[config.mk]
export PLATFORM = sky130hd
export DESIGN_NAME = tof_window_sum_diff_search
export DESIGN_NICKNAME = d
export VERILOG_FILES = /design/src/twsds_pkg.sv /design/src/twsds_cell.sv /design/src/twsds_tree.sv /design/src/tof_window_sum_diff_search.sv
export SDC_FILE = /design/constraint.sdc
export NUM_CORES = 2
export LEC_CHECK = 0
export BUFFER_PORTS_ARGS = -buffer_cell sky130_fd_sc_hd__buf_2
export CAP_MARGIN = 20
export CORE_MARGIN = 1
export CORE_UTILIZATION = 58
export CTS_CLUSTER_DIAMETER = 100
export DETAILED_ROUTE_END_ITERATION = 12
export GPL_ROUTABILITY_DRIVEN = 0
export PLACE_DENSITY_LB_ADDON = 0.05
export RECOVER_POWER = 100
export SYNTH_ARGS = -nofsm -noshare
export SYNTH_HDL_FRONTEND = slang
export SYNTH_SLANG_ARGS = --single-unit
[constraint.sdc]
create_clock -name clk -period 11.3 [get_ports clk]
set_clock_uncertainty 0.05 [all_clocks]
set_input_delay 0.565 -clock clk [delete_from_list [all_inputs] [get_ports clk]]
set_output_delay 0.565 -clock clk [all_outputs]
set_load 0.05 [all_outputs]
[src/twsds_pkg.sv]
// Shared types and constants of the TOF window sum/difference search.
// No dependencies.
package twsds_pkg;

	localparam int TOF_W   = 21;          // hit time of flight, signed
	localparam int LEAF_W  = TOF_W + 1;   // +/- tof without overflow
	localparam int WLEN_W  = 4;
	localparam int CTR_W   = 24;          // sum_center, diff_center
	localparam int HW_W    = 23;          // sum_width, diff_width
	localparam int CFG_W   = 24;
	localparam int CIDX_W  = 3;
	localparam int FIRST_W = 6;
	localparam int IN_TD_W = 24;
	localparam int OUT_TD_W = 8;

	typedef enum logic [CIDX_W-1:0] {
		REG_WIN_LEN     = 3'd0,
		REG_SUM_CENTER  = 3'd1,
		REG_SUM_WIDTH   = 3'd2,
		REG_DIFF_CENTER = 3'd3,
		REG_DIFF_WIDTH  = 3'd4
	} cfg_reg_t;

	typedef enum logic [1:0] {
		ST_FOUND = 2'd0,
		ST_NONE  = 2'd1,
		ST_FEW   = 2'd2
	} status_t;

	// per-item control that travels beside the sum pipeline
	typedef struct packed {
		logic                vld;
		logic                last;
		logic                eval;   // window complete, test it
		logic                few;    // event shorter than window at its last hit
		logic [FIRST_W-1:0]  start;
	} tag_t;

endpackage

[src/twsds_cell.sv]
// One delay-line cell: holds one hit TOF and shifts it to its neighbor.
// Gives its signed share of the window sum and difference. Uses twsds_pkg.
module twsds_cell import twsds_pkg::*; #(
	parameter int AGE = 0,
	parameter int N_W = 4
) (
	input  logic                     clk,
	input  logic                     arst_n,
	input  logic                     shift_en,
	input  logic signed [TOF_W-1:0]  tof_in,
	input  logic        [N_W-1:0]    win_n,
	output logic signed [TOF_W-1:0]  tof_out,
	output logic signed [LEAF_W-1:0] s_part,
	output logic signed [LEAF_W-1:0] d_part
);

	logic signed [TOF_W-1:0]  tof_q;
	logic        [N_W-1:0]    half_n;
	logic                     in_win;
	logic                     in_b;
	logic signed [LEAF_W-1:0] tof_ext;

	always_ff @(posedge clk or negedge arst_n) begin
		if (!arst_n) begin
			tof_q <= '0;
		end else if (shift_en) begin
			tof_q <= tof_in;
		end
	end

	assign tof_out = tof_q;
	assign half_n  = win_n >> 1;
	assign in_win  = N_W'(AGE) < win_n;
	// newest floor(N/2) hits form sum B, the older ones sum A
	assign in_b    = N_W'(AGE) < half_n;
	assign tof_ext = LEAF_W'(tof_q);

	always_comb begin
		s_part = in_win ? tof_ext : '0;
		if (!in_win) begin
			d_part = '0;
		end else if (in_b) begin
			d_part = tof_ext;
		end else begin
			d_part = -tof_ext;
		end
	end

endmodule

[src/twsds_tree.sv]
// Registered binary adder tree for the window sum and difference, with a
// register at every level. Uses twsds_pkg.
module twsds_tree import twsds_pkg::*; #(
	parameter int N_LEAF = 8,
	parameter int SUM_W  = 25
) (
	input  logic                     clk,
	input  logic                     en,
	input  logic signed [LEAF_W-1:0] s_leaf [N_LEAF],
	input  logic signed [LEAF_W-1:0] d_leaf [N_LEAF],
	output logic signed [SUM_W-1:0]  s_sum,
	output logic signed [SUM_W-1:0]  d_sum
);

	localparam int LVL = $clog2(N_LEAF);
	localparam int P   = 2 ** LVL;

	logic signed [SUM_W-1:0] s_lf [P];
	logic signed [SUM_W-1:0] d_lf [P];
	logic signed [SUM_W-1:0] s_node_q [1:P-1];
	logic signed [SUM_W-1:0] d_node_q [1:P-1];

	for (genvar i = 0; i < P; i++) begin : g_leaf
		if (i < N_LEAF) begin : g_used
			assign s_lf[i] = SUM_W'(s_leaf[i]);
			assign d_lf[i] = SUM_W'(d_leaf[i]);
		end else begin : g_pad
			assign s_lf[i] = '0;
			assign d_lf[i] = '0;
		end
	end

	// heap order: node i adds nodes 2i and 2i+1, leaves sit at P..2P-1
	for (genvar i = 1; i < P; i++) begin : g_node
		if (2 * i >= P) begin : g_bottom
			always_ff @(posedge clk) begin
				if (en) begin
					s_node_q[i] <= s_lf[2*i-P] + s_lf[2*i+1-P];
					d_node_q[i] <= d_lf[2*i-P] + d_lf[2*i+1-P];
				end
			end
		end else begin : g_inner
			always_ff @(posedge clk) begin
				if (en) begin
					s_node_q[i] <= s_node_q[2*i] + s_node_q[2*i+1];
					d_node_q[i] <= d_node_q[2*i] + d_node_q[2*i+1];
				end
			end
		end
	end

	assign s_sum = s_node_q[1];
	assign d_sum = d_node_q[1];

endmodule

[src/tof_window_sum_diff_search.sv]
// Channel   Dir  Fields (low bit up)                 Item
// s_axis    in   tdata: hit_tof[20:0], 0[23:21]      one ion hit, tlast = last_hit
//                tlast: last_hit
// m_axis    out  tdata: first_hit[5:0], 0[7:6]       one result per event
//                tuser: search_status[1:0]
// cfg       in   cfg_wr_en, cfg_index, cfg_wr_data   register write, no wait
//
// One hit per cycle while s_axis_tready is high. A result passes through the
// delay-line cell, the adder tree levels, the center subtract, then the window
// test into the output register before it shows on m_axis.
// arst_n clears the delay line, counters, match state and pipeline valids.
// s_axis_tready drops only while the output register holds an untaken result
// and another result waits at the end of the pipeline; then all stages hold.
// Depends on twsds_pkg, twsds_cell, twsds_tree.
module tof_window_sum_diff_search import twsds_pkg::*; #(
	parameter int MAX_WINDOW = 8,
	parameter int MAX_HITS   = 64
) (
	input  logic                clk,
	input  logic                arst_n,
	input  logic                s_axis_tvalid,
	output logic                s_axis_tready,
	input  logic [IN_TD_W-1:0]  s_axis_tdata,   // hit_tof[20:0]
	input  logic                s_axis_tlast,
	output logic                m_axis_tvalid,
	input  logic                m_axis_tready,
	output logic [OUT_TD_W-1:0] m_axis_tdata,   // first_hit[5:0]
	output logic [1:0]          m_axis_tuser,   // search_status[1:0]
	input  logic                cfg_wr_en,
	input  logic [CIDX_W-1:0]   cfg_index,
	input  logic [CFG_W-1:0]    cfg_wr_data
);

	localparam int N_W   = $clog2(MAX_WINDOW + 1);
	localparam int LVL   = $clog2(MAX_WINDOW);
	localparam int SUM_W = LEAF_W + LVL;
	localparam int CMP_W = ((SUM_W > CTR_W) ? SUM_W : CTR_W) + 2;
	localparam int CNT_W = $clog2(MAX_HITS + 1);
	localparam int TAG_N = LVL + 2;

	// configuration
	logic        [WLEN_W-1:0] win_len_q;
	logic signed [CTR_W-1:0]  sum_center_q;
	logic        [HW_W-1:0]   sum_width_q;
	logic signed [CTR_W-1:0]  diff_center_q;
	logic        [HW_W-1:0]   diff_width_q;

	always_ff @(posedge clk or negedge arst_n) begin
		if (!arst_n) begin
			win_len_q     <= WLEN_W'(2);
			sum_center_q  <= '0;
			sum_width_q   <= '0;
			diff_center_q <= '0;
			diff_width_q  <= '0;
		end else if (cfg_wr_en) begin
			case (cfg_index)
				REG_WIN_LEN:     win_len_q     <= cfg_wr_data[WLEN_W-1:0];
				REG_SUM_CENTER:  sum_center_q  <= cfg_wr_data[CTR_W-1:0];
				REG_SUM_WIDTH:   sum_width_q   <= cfg_wr_data[HW_W-1:0];
				REG_DIFF_CENTER: diff_center_q <= cfg_wr_data[CTR_W-1:0];
				REG_DIFF_WIDTH:  diff_width_q  <= cfg_wr_data[HW_W-1:0];
				default: ;
			endcase
		end
	end

	// effective window length, clamped to 1..MAX_WINDOW
	logic [N_W-1:0] eff_n;

	always_comb begin
		if (win_len_q == '0) begin
			eff_n = N_W'(1);
		end else if (int'(win_len_q) > MAX_WINDOW) begin
			eff_n = N_W'(MAX_WINDOW);
		end else begin
			eff_n = N_W'(win_len_q);
		end
	end

	// input side: hit counter and item tag
	logic             stall;
	logic             accept;
	logic [CNT_W-1:0] cnt_q;
	logic [CNT_W-1:0] cnt_new;
	logic             in_range;
	tag_t             tag_in;
	tag_t             tag_q [TAG_N];
	logic [N_W-1:0]   win_n_s0;

	assign s_axis_tready = !stall;
	assign accept        = s_axis_tvalid && !stall;
	assign in_range      = cnt_q < CNT_W'(MAX_HITS);
	assign cnt_new       = in_range ? cnt_q + CNT_W'(1) : cnt_q;

	always_comb begin
		tag_in.vld   = accept;
		tag_in.last  = s_axis_tlast;
		tag_in.eval  = in_range && (int'(cnt_new) >= int'(eff_n));
		tag_in.few   = int'(cnt_new) < int'(eff_n);
		tag_in.start = FIRST_W'(int'(cnt_new) - int'(eff_n));
	end

	always_ff @(posedge clk or negedge arst_n) begin
		if (!arst_n) begin
			cnt_q <= '0;
		end else if (accept) begin
			cnt_q <= s_axis_tlast ? '0 : cnt_new;
		end
	end

	always_ff @(posedge clk or negedge arst_n) begin
		if (!arst_n) begin
			for (int i = 0; i < TAG_N; i++) begin
				tag_q[i] <= '0;
			end
		end else if (!stall) begin
			tag_q[0] <= tag_in;
			for (int i = 1; i < TAG_N; i++) begin
				tag_q[i] <= tag_q[i-1];
			end
		end
	end

	always_ff @(posedge clk) begin
		if (!stall) begin
			win_n_s0 <= eff_n;
		end
	end

	// delay line of cells, age 0 is the newest hit
	logic signed [TOF_W-1:0]  tof_chain [MAX_WINDOW];
	logic signed [LEAF_W-1:0] s_part    [MAX_WINDOW];
	logic signed [LEAF_W-1:0] d_part    [MAX_WINDOW];

	for (genvar k = 0; k < MAX_WINDOW; k++) begin : g_cell
		logic signed [TOF_W-1:0] cell_in;

		if (k == 0) begin : g_head
			assign cell_in = s_axis_tdata[TOF_W-1:0];
		end else begin : g_link
			assign cell_in = tof_chain[k-1];
		end

		twsds_cell #(
			.AGE (k),
			.N_W (N_W)
		) u_cell (
			.clk      (clk),
			.arst_n   (arst_n),
			.shift_en (accept && in_range),
			.tof_in   (cell_in),
			.win_n    (win_n_s0),
			.tof_out  (tof_chain[k]),
			.s_part   (s_part[k]),
			.d_part   (d_part[k])
		);
	end

	logic signed [SUM_W-1:0] win_sum;
	logic signed [SUM_W-1:0] win_diff;

	twsds_tree #(
		.N_LEAF (MAX_WINDOW),
		.SUM_W  (SUM_W)
	) u_tree (
		.clk    (clk),
		.en     (!stall),
		.s_leaf (s_part),
		.d_leaf (d_part),
		.s_sum  (win_sum),
		.d_sum  (win_diff)
	);

	// distance from the centers
	logic signed [CMP_W-1:0] sum_err_q;
	logic signed [CMP_W-1:0] diff_err_q;

	always_ff @(posedge clk) begin
		if (!stall) begin
			sum_err_q  <= CMP_W'(win_sum) - CMP_W'(sum_center_q);
			diff_err_q <= CMP_W'(win_diff) - CMP_W'(diff_center_q);
		end
	end

	// window test and per-event match tracking
	logic signed [CMP_W-1:0] sw_ext;
	logic signed [CMP_W-1:0] dw_ext;
	logic                    hit_match;
	logic                    found_q;
	logic [FIRST_W-1:0]      start_q;
	logic                    found_now;
	logic [FIRST_W-1:0]      start_now;
	tag_t                    tag_end;
	logic                    res_here;

	assign sw_ext    = CMP_W'(sum_width_q);
	assign dw_ext    = CMP_W'(diff_width_q);
	assign tag_end   = tag_q[TAG_N-1];
	// |e| < w written as -w < e < w
	assign hit_match = tag_end.vld && tag_end.eval &&
		(sum_err_q < sw_ext) && (sum_err_q > -sw_ext) &&
		(diff_err_q < dw_ext) && (diff_err_q > -dw_ext);
	assign found_now = found_q || hit_match;
	assign start_now = found_q ? start_q : tag_end.start;
	assign res_here  = tag_end.vld && tag_end.last;
	assign stall     = res_here && m_axis_tvalid && !m_axis_tready;

	always_ff @(posedge clk or negedge arst_n) begin
		if (!arst_n) begin
			found_q <= 1'b0;
			start_q <= '0;
		end else if (!stall && tag_end.vld) begin
			if (tag_end.last) begin
				found_q <= 1'b0;
			end else if (hit_match && !found_q) begin
				found_q <= 1'b1;
				start_q <= tag_end.start;
			end
		end
	end

	// output register
	logic               out_vld_q;
	status_t            status_q;
	logic [FIRST_W-1:0] first_q;

	always_ff @(posedge clk or negedge arst_n) begin
		if (!arst_n) begin
			out_vld_q <= 1'b0;
		end else if (res_here && !stall) begin
			out_vld_q <= 1'b1;
		end else if (m_axis_tready) begin
			out_vld_q <= 1'b0;
		end
	end

	always_ff @(posedge clk) begin
		if (res_here && !stall) begin
			if (tag_end.few) begin
				status_q <= ST_FEW;
				first_q  <= '0;
			end else if (found_now) begin
				status_q <= ST_FOUND;
				first_q  <= start_now;
			end else begin
				status_q <= ST_NONE;
				first_q  <= '0;
			end
		end
	end

	assign m_axis_tvalid = out_vld_q;
	assign m_axis_tdata  = OUT_TD_W'(first_q);
	assign m_axis_tuser  = status_q;

endmodule

=== Word-level counts from Yosys, hierarchy flattened ===
Memory sizes are Yosys's and may differ from the RTL's.
Cells that the tools add are included.

* Add/sub/neg operators: 28
* Mux-type cells: 35
* Reduce and logical (&&, ||, !) cells: 30
* Equality and inequality tests: 4
* Bitwise logic cells: 2
* $lt $le $gt $ge: 24

{| class="wikitable"
|+ Operators by type and width
! operator !! count
|-
| $mux 22 || 24
|-
| $add 22x22->23 || 8
|-
| $neg 21->22 || 8
|-
| $add 25x25->25 || 6
|-
| $gt 27x27->1 || 2
|-
| $lt 27x24->1 || 2
|-
| $neg 23->27 || 2
|-
| $sub 25x24->26 || 2
|-
| $lt 3x4->1 const A || 4
|-
| $logic_and 1x1->1 || 14
|-
| $mux 7 || 2
|-
| $lt 3x3->1 const A || 4
|-
| $reduce_and 2->1 || 6
|-
| $lt 1x4->1 const A || 2
|-
| $lt 2x4->1 const A || 2
|-
| $mux 4 || 2
|-
| $add 7x1->7 const B || 1
|-
| $ge 7x4->1 || 1
|-
| $lt 7x4->1 || 1
|-
| $lt 7x7->1 const B || 1
|-
| $eq 3x2->1 const B || 2
|-
| $lt 1x3->1 const A || 2
|-
| $lt 2x3->1 const A || 2
|-
| $mux 1 || 6
|-
| 13 further kinds || 17
|}

* Logic and storage cells: 172
* Register bits after elaboration: 397
* Input port bits: 57
* Memory bits (writable): 350
* Memories kept: 2
* Output and inout bits: 12

{| class="wikitable"
|+ Memories
! name !! depth !! bits a word !! read ports !! clocked after Yosys merged registers in !! wr ports !! line !! RTL
|-
| u_tree.d_node_q || 7 || 25 || 7 || 0 || 7 || twsds_tree.sv:21 || <nowiki>logic signed [SUM_W-1:0] d_node_q [1:P-1];</nowiki>
|-
| u_tree.s_node_q || 7 || 25 || 7 || 0 || 7 || twsds_tree.sv:20 || <nowiki>logic signed [SUM_W-1:0] s_node_q [1:P-1];</nowiki>
|}

=== Depth between registers and ports, before layout ===
* Depth after elaboration: 8
* Gate-level depth with buffers: 22
* Gate-level depth less buffers: 19

=== Modules after synthesis ===
A second synthesis with hierarchy kept.

* Cells, all modules: 5409
* Area total of the unflattened synthesis: 52029.9 um^2

{| class="wikitable"
|+ By module, submodules not included
! module !! area an instance (um^2) !! cells an instance !! times used
|-
| twsds_tree || 25728.4 || 2530 || 1
|-
| tof_window_sum_diff_search || 13903.3 || 1466 || 1
|-
| twsds_cell (g_cell[0].u_cell) || 1589.0 || 193 || 1
|-
| twsds_cell (g_cell[3].u_cell) || 1587.8 || 185 || 1
|-
| twsds_cell (g_cell[1].u_cell) || 1585.3 || 192 || 1
|-
| twsds_cell (g_cell[6].u_cell) || 1552.7 || 171 || 1
|-
| twsds_cell (g_cell[2].u_cell) || 1550.2 || 174 || 1
|-
| twsds_cell (g_cell[5].u_cell) || 1545.2 || 179 || 1
|-
| twsds_cell (g_cell[4].u_cell) || 1532.7 || 172 || 1
|-
| twsds_cell (g_cell[7].u_cell) || 1455.1 || 147 || 1
|}

=== Worst setup path before layout ===
OpenSTA, ideal clock, no wires.

* Kind: register to register
* Start: register out_vld_q (netlist: m_axis_tvalid)
* End: register tag_q[40] (netlist bit)
* Required time: 10.657 ns
* Cell stages (with the launch flop): 6
* Buffers on the path: 1
* Path slack: -1.622 ns
* Arrival time: 12.279 ns
* Path through: dfrtp_1 nand2b_1 nor2_1 clkinv_1 clkbuf_1 a21oi_1

* Cells in the longest elaborated chain, start to end: 2

{| class="wikitable"
|+ RTL lines
! what !! line !! RTL
|-
| start: declaration || tof_window_sum_diff_search.sv:223 || <nowiki>logic out_vld_q;</nowiki>
|-
| start signal: assignment || tof_window_sum_diff_search.sv:229 || <nowiki>out_vld_q <= 1'b0;</nowiki>
|-
| start signal: assignment || tof_window_sum_diff_search.sv:231 || <nowiki>out_vld_q <= 1'b1;</nowiki>
|-
| start signal: assignment || tof_window_sum_diff_search.sv:233 || <nowiki>out_vld_q <= 1'b0;</nowiki>
|-
| $logic_and 1x1->1 (2 in a row) || tof_window_sum_diff_search.sv:206 || <nowiki>assign stall = res_here && m_axis_tvalid && !m_axis_tready;</nowiki>
|-
| end signal: indexed assignment || tof_window_sum_diff_search.sv:119 || <nowiki>tag_q[i] <= tag_q[i-1];</nowiki>
|-
| end: declaration || tof_window_sum_diff_search.sv:87 || <nowiki>tag_t tag_q [TAG_N];</nowiki>
|}

Every way passes these cells.
A chain may end at the register's enable or synchronous reset.

==> reports/summary.txt <==
violated checks -> max-capacitance violations, max-slew violations
path type of the worst setup path -> flop to flop
Worst Setup End Kind -> flop
hpwl dp -> 90,800 µm
Max Fclk -> 128 MHz
worst slew pin tran -> 4.73 ns
DRT Pass-1 Iters -> 5
Final Net Count -> 5,527
commonest cells after routing, fill and taps aside -> ha_1 (468), nand2_1 (416), nor2_1 (410)
largest net degree at the start of global routing -> 165
io pins -> 69
max_slew headroom -> -216%
ratio of cells with drive above 1 in the final layout -> 8.45%
pre-CTS setup slack -> 5.62 ns
worst skew pair latency -> 0.65 ns
Mean Syn Cell Area -> 9.88 µm²
Synth async-reset ratio -> 45.8%
Power Dens Cells -> 355 nW/µm²
Hold Vio Cnt, Final -> 0
most common cell after layout, fill and taps aside -> ha_1
H-tree depth -> 3
R2R cell count -> 18
Critical R2R Launch -> win_n_s0[2]
Final period util -> 69.2%
DR WL/cell -> 19.3 µm
Netlist Area Pre-Place -> 48,700 µm²
Seq/Total Area, Yosys -> 41.2%
first-pass GRT wire length -> 186,000 µm
final worst slack -> 3.48 ns
cts bufs inserted -> 82
Synth Register Bits -> 722
status -> finished, violations left
Synth cell types -> 98
CTS tree -> yes
R2R Path End -> u_tree.s_node_q[5][21]
hold path endpoint -> g_cell[0].u_cell.tof_out[1]
GRT overflow -> 0
slowest stage cell on the critical path -> clkbuf_1
Cells after Synth -> 4,924
Chip Height -> 292 µm
Remaining DRCs -> 0
Slew Limit Fails -> 734
drt initial violations -> 2,408
core area -> 82,500 µm²
via-per-instance ratio -> 5.86
antenna violations before repair -> 3
min Tclk post-route -> 7.82 ns
initial core utilization -> 59.0%
Crit Path Max Fanout -> 42
clock tree buffer depth -> 3
CTS sink cnt -> 722
TNS Setup -> 0 ns
total die area -> 85,100 µm²
clock transition at the registers of the reported paths -> 0.06 ns
DRT antenna net count -> 0
worst ir drop on vdd -> 0.202 mV
yosys warns -> 0
Pwr Total -> 18,800 µW
Cell Chain, Critical Path -> clkbuf_1 -> inv_1 -> nand2_1 -> clkbuf_1 -> a21oi_2 -> clkbuf_1 -> nand2b_1 -> inv_1 -> ha_1 -> a211oi_1 -> o21ai_0 -> o31a_1 -> o41ai_1 -> o21ai_0 -> a211oi_1 -> a2111oi_0 -> o21a_1 -> o21ai_0
Tot GR Track Use -> 27.9%
worst hold path stage count -> 3
Post-CTS Resized -> 0
fin util -> 64.0%
slowest cell delay on critical path -> 1.19 ns
startpoint type of the worst setup path -> flop
Critical path origin -> win_n_s0[2]
Layout area overhead -> 8.50%
port bufs -> 63
root buffer cell -> clkbuf_16
Worst Path Arrival -> 8.22 ns
Max Cap Violations -> 16
Synth Flop Type -> edfxtp_1
vias in the first global route -> 33,821
Leak Pwr -> 0.0233 µW
unrepaired setup endpoints after global routing -> no
# rows -> 105
Data required, critical path -> 11.70 ns
via count -> 35,899
R2R Setup Slk -> 3.48 ns
# setup viols final -> 0
HP Class -> input port to flop
WL final -> 118,000 µm
Die X -> 292 µm
Worst Min Path Start -> s_axis_tdata[1]
Post-synth EDFFs -> 391
how the worst max path moves through the flow:
stage / to / slack [ns]
6_report: u_tree.s_node_q[5][21] / 3.48
3_3_place_gp: start_q[3] / 5.67
2_1_floorplan: tag_q[40] / 4.63
3_5_place_dp: start_q[4] / 5.62
4_1_cts: start_q[4] / 5.62
5_1_grt: u_tree.s_node_q[5][21] / 2.93
what timing repair did:
item                                    4_1_cts  5_1_grt
hold buffers                                  1        0
endpoints found under the setup margin        0        0
buffers inserted                              0        0
endpoints found under the hold margin        76        0
final cells by class:
type | instances | area, µm²
Tap cell | 1070 | 1340
Clock inverter | 41 | 467
Clock buffer | 109 | 2230
Fill cell | 6910 | 29700
Timing Repair Buffer | 98 | 527
Antenna cell | 3 | 7.51
Multi-Input combinational cell | 3817 | 27200
Inverter | 264 | 998
Sequential cell | 722 | 20000
state kept, by name, indices dropped and copies added (netlist names), 7 cells and up:
| signal | flops |
|---|---|
| diff_center_q | 24 |
| sum_err_q | 26 |
| cnt_q | 7 |
| sum_center_q | 24 |
| diff_err_q | 26 |
| diff_width_q | 23 |
| u_tree.s_node_q | 162 |
| tag_end | 10 |
| sum_width_q | 23 |
| g_cell.u_cell.tof_out | 168 |
| tag_q | 40 |
| u_tree.d_node_q | 165 |
per-stage QoR:
| step | hold slack, ns | std cells | cell area (µm²) |
|---|---|---|---|
| after floorplan | 0.219 | 4925 | 48700 |
| after global placement | 0.396 | 5970 | 50200 |
| after detailed placement | 0.401 | 5970 | 50200 |
| after CTS | 0.0424 | 6121 | 52900 |
| after global routing | 0.0761 | 6122 | 52800 |
| final | 0.0808 | 6124 | 52800 |
layer usage:
metal	GRT usage [%]	part of all wire (%)
met5	0	0
met4	9.44	3.4
met3	3.05	4.3
met2	44.8	46
met1	39.2	47
Yosys cell counts (61+ instances only):
| cell | instances | area [µm²] |
|---|---|---|
| a21o_1 | 152 | 1140 |
| a21oi_1 | 298 | 1490 |
| and2_1 | 76 | 475 |
| clkbuf_1 | 105 | 394 |
| dfrtp_1 | 330 | 8260 |
| edfxtp_1 | 391 | 11700 |
| ha_1 | 468 | 5860 |
| inv_1 | 263 | 987 |
| mux2_2 | 179 | 2020 |
| nand2_1 | 416 | 1560 |
| nand2b_1 | 61 | 382 |
| nand3_1 | 81 | 405 |
| nor2_1 | 413 | 1550 |
| nor2b_1 | 156 | 976 |
| nor3_1 | 127 | 636 |
| o21a_1 | 72 | 541 |
| o21ai_0 | 261 | 1310 |
| xnor2_1 | 321 | 2810 |
| xor2_1 | 131 | 1150 |
where the power goes:
| group | internal (µW) | switching [µW] | total [µW] |
|---|---|---|---|
| Clock | 1580 | 1080 | 2670 |
| Sequential | 4670 | 1030 | 5700 |
| Combinational | 4370 | 6030 | 10400 |
| Total | 10600 | 8140 | 18800 |
critical path, delay by kind of cell, from the launching register on:
kind / cells / cell delay, ns
buffers and inverters: 5 / 3.46
adder cells (fa/ha/maj): 1 / 0.24
AO/OA/AOI/OAI: 10 / 2.84
AND/OR/NAND/NOR: 2 / 0.66
flip-flops: 1 / 0.35
logic make-up (layout without fill, tap and decap cells):
| logic type | Yosys count | count (layout) | share of synthesized area [%] |
|---|---|---|---|
| and+or+nand+nor | 1565 | 1565 | 15.7 |
| adders and majority gates | 485 | 485 | 12.7 |
| xor gates and xnor gates | 452 | 452 | 8.14 |
| buffers and inverters | 386 | 512 | 3.03 |
| DFF | 722 | 722 | 41.2 |
| muxes | 194 | 194 | 4.47 |
| other | 1 | 5 | 0.00771 |
| AOI/OAI and AO/OA | 1119 | 1119 | 14.8 |
No activity file was read; power rests on OpenSTA's default activity.
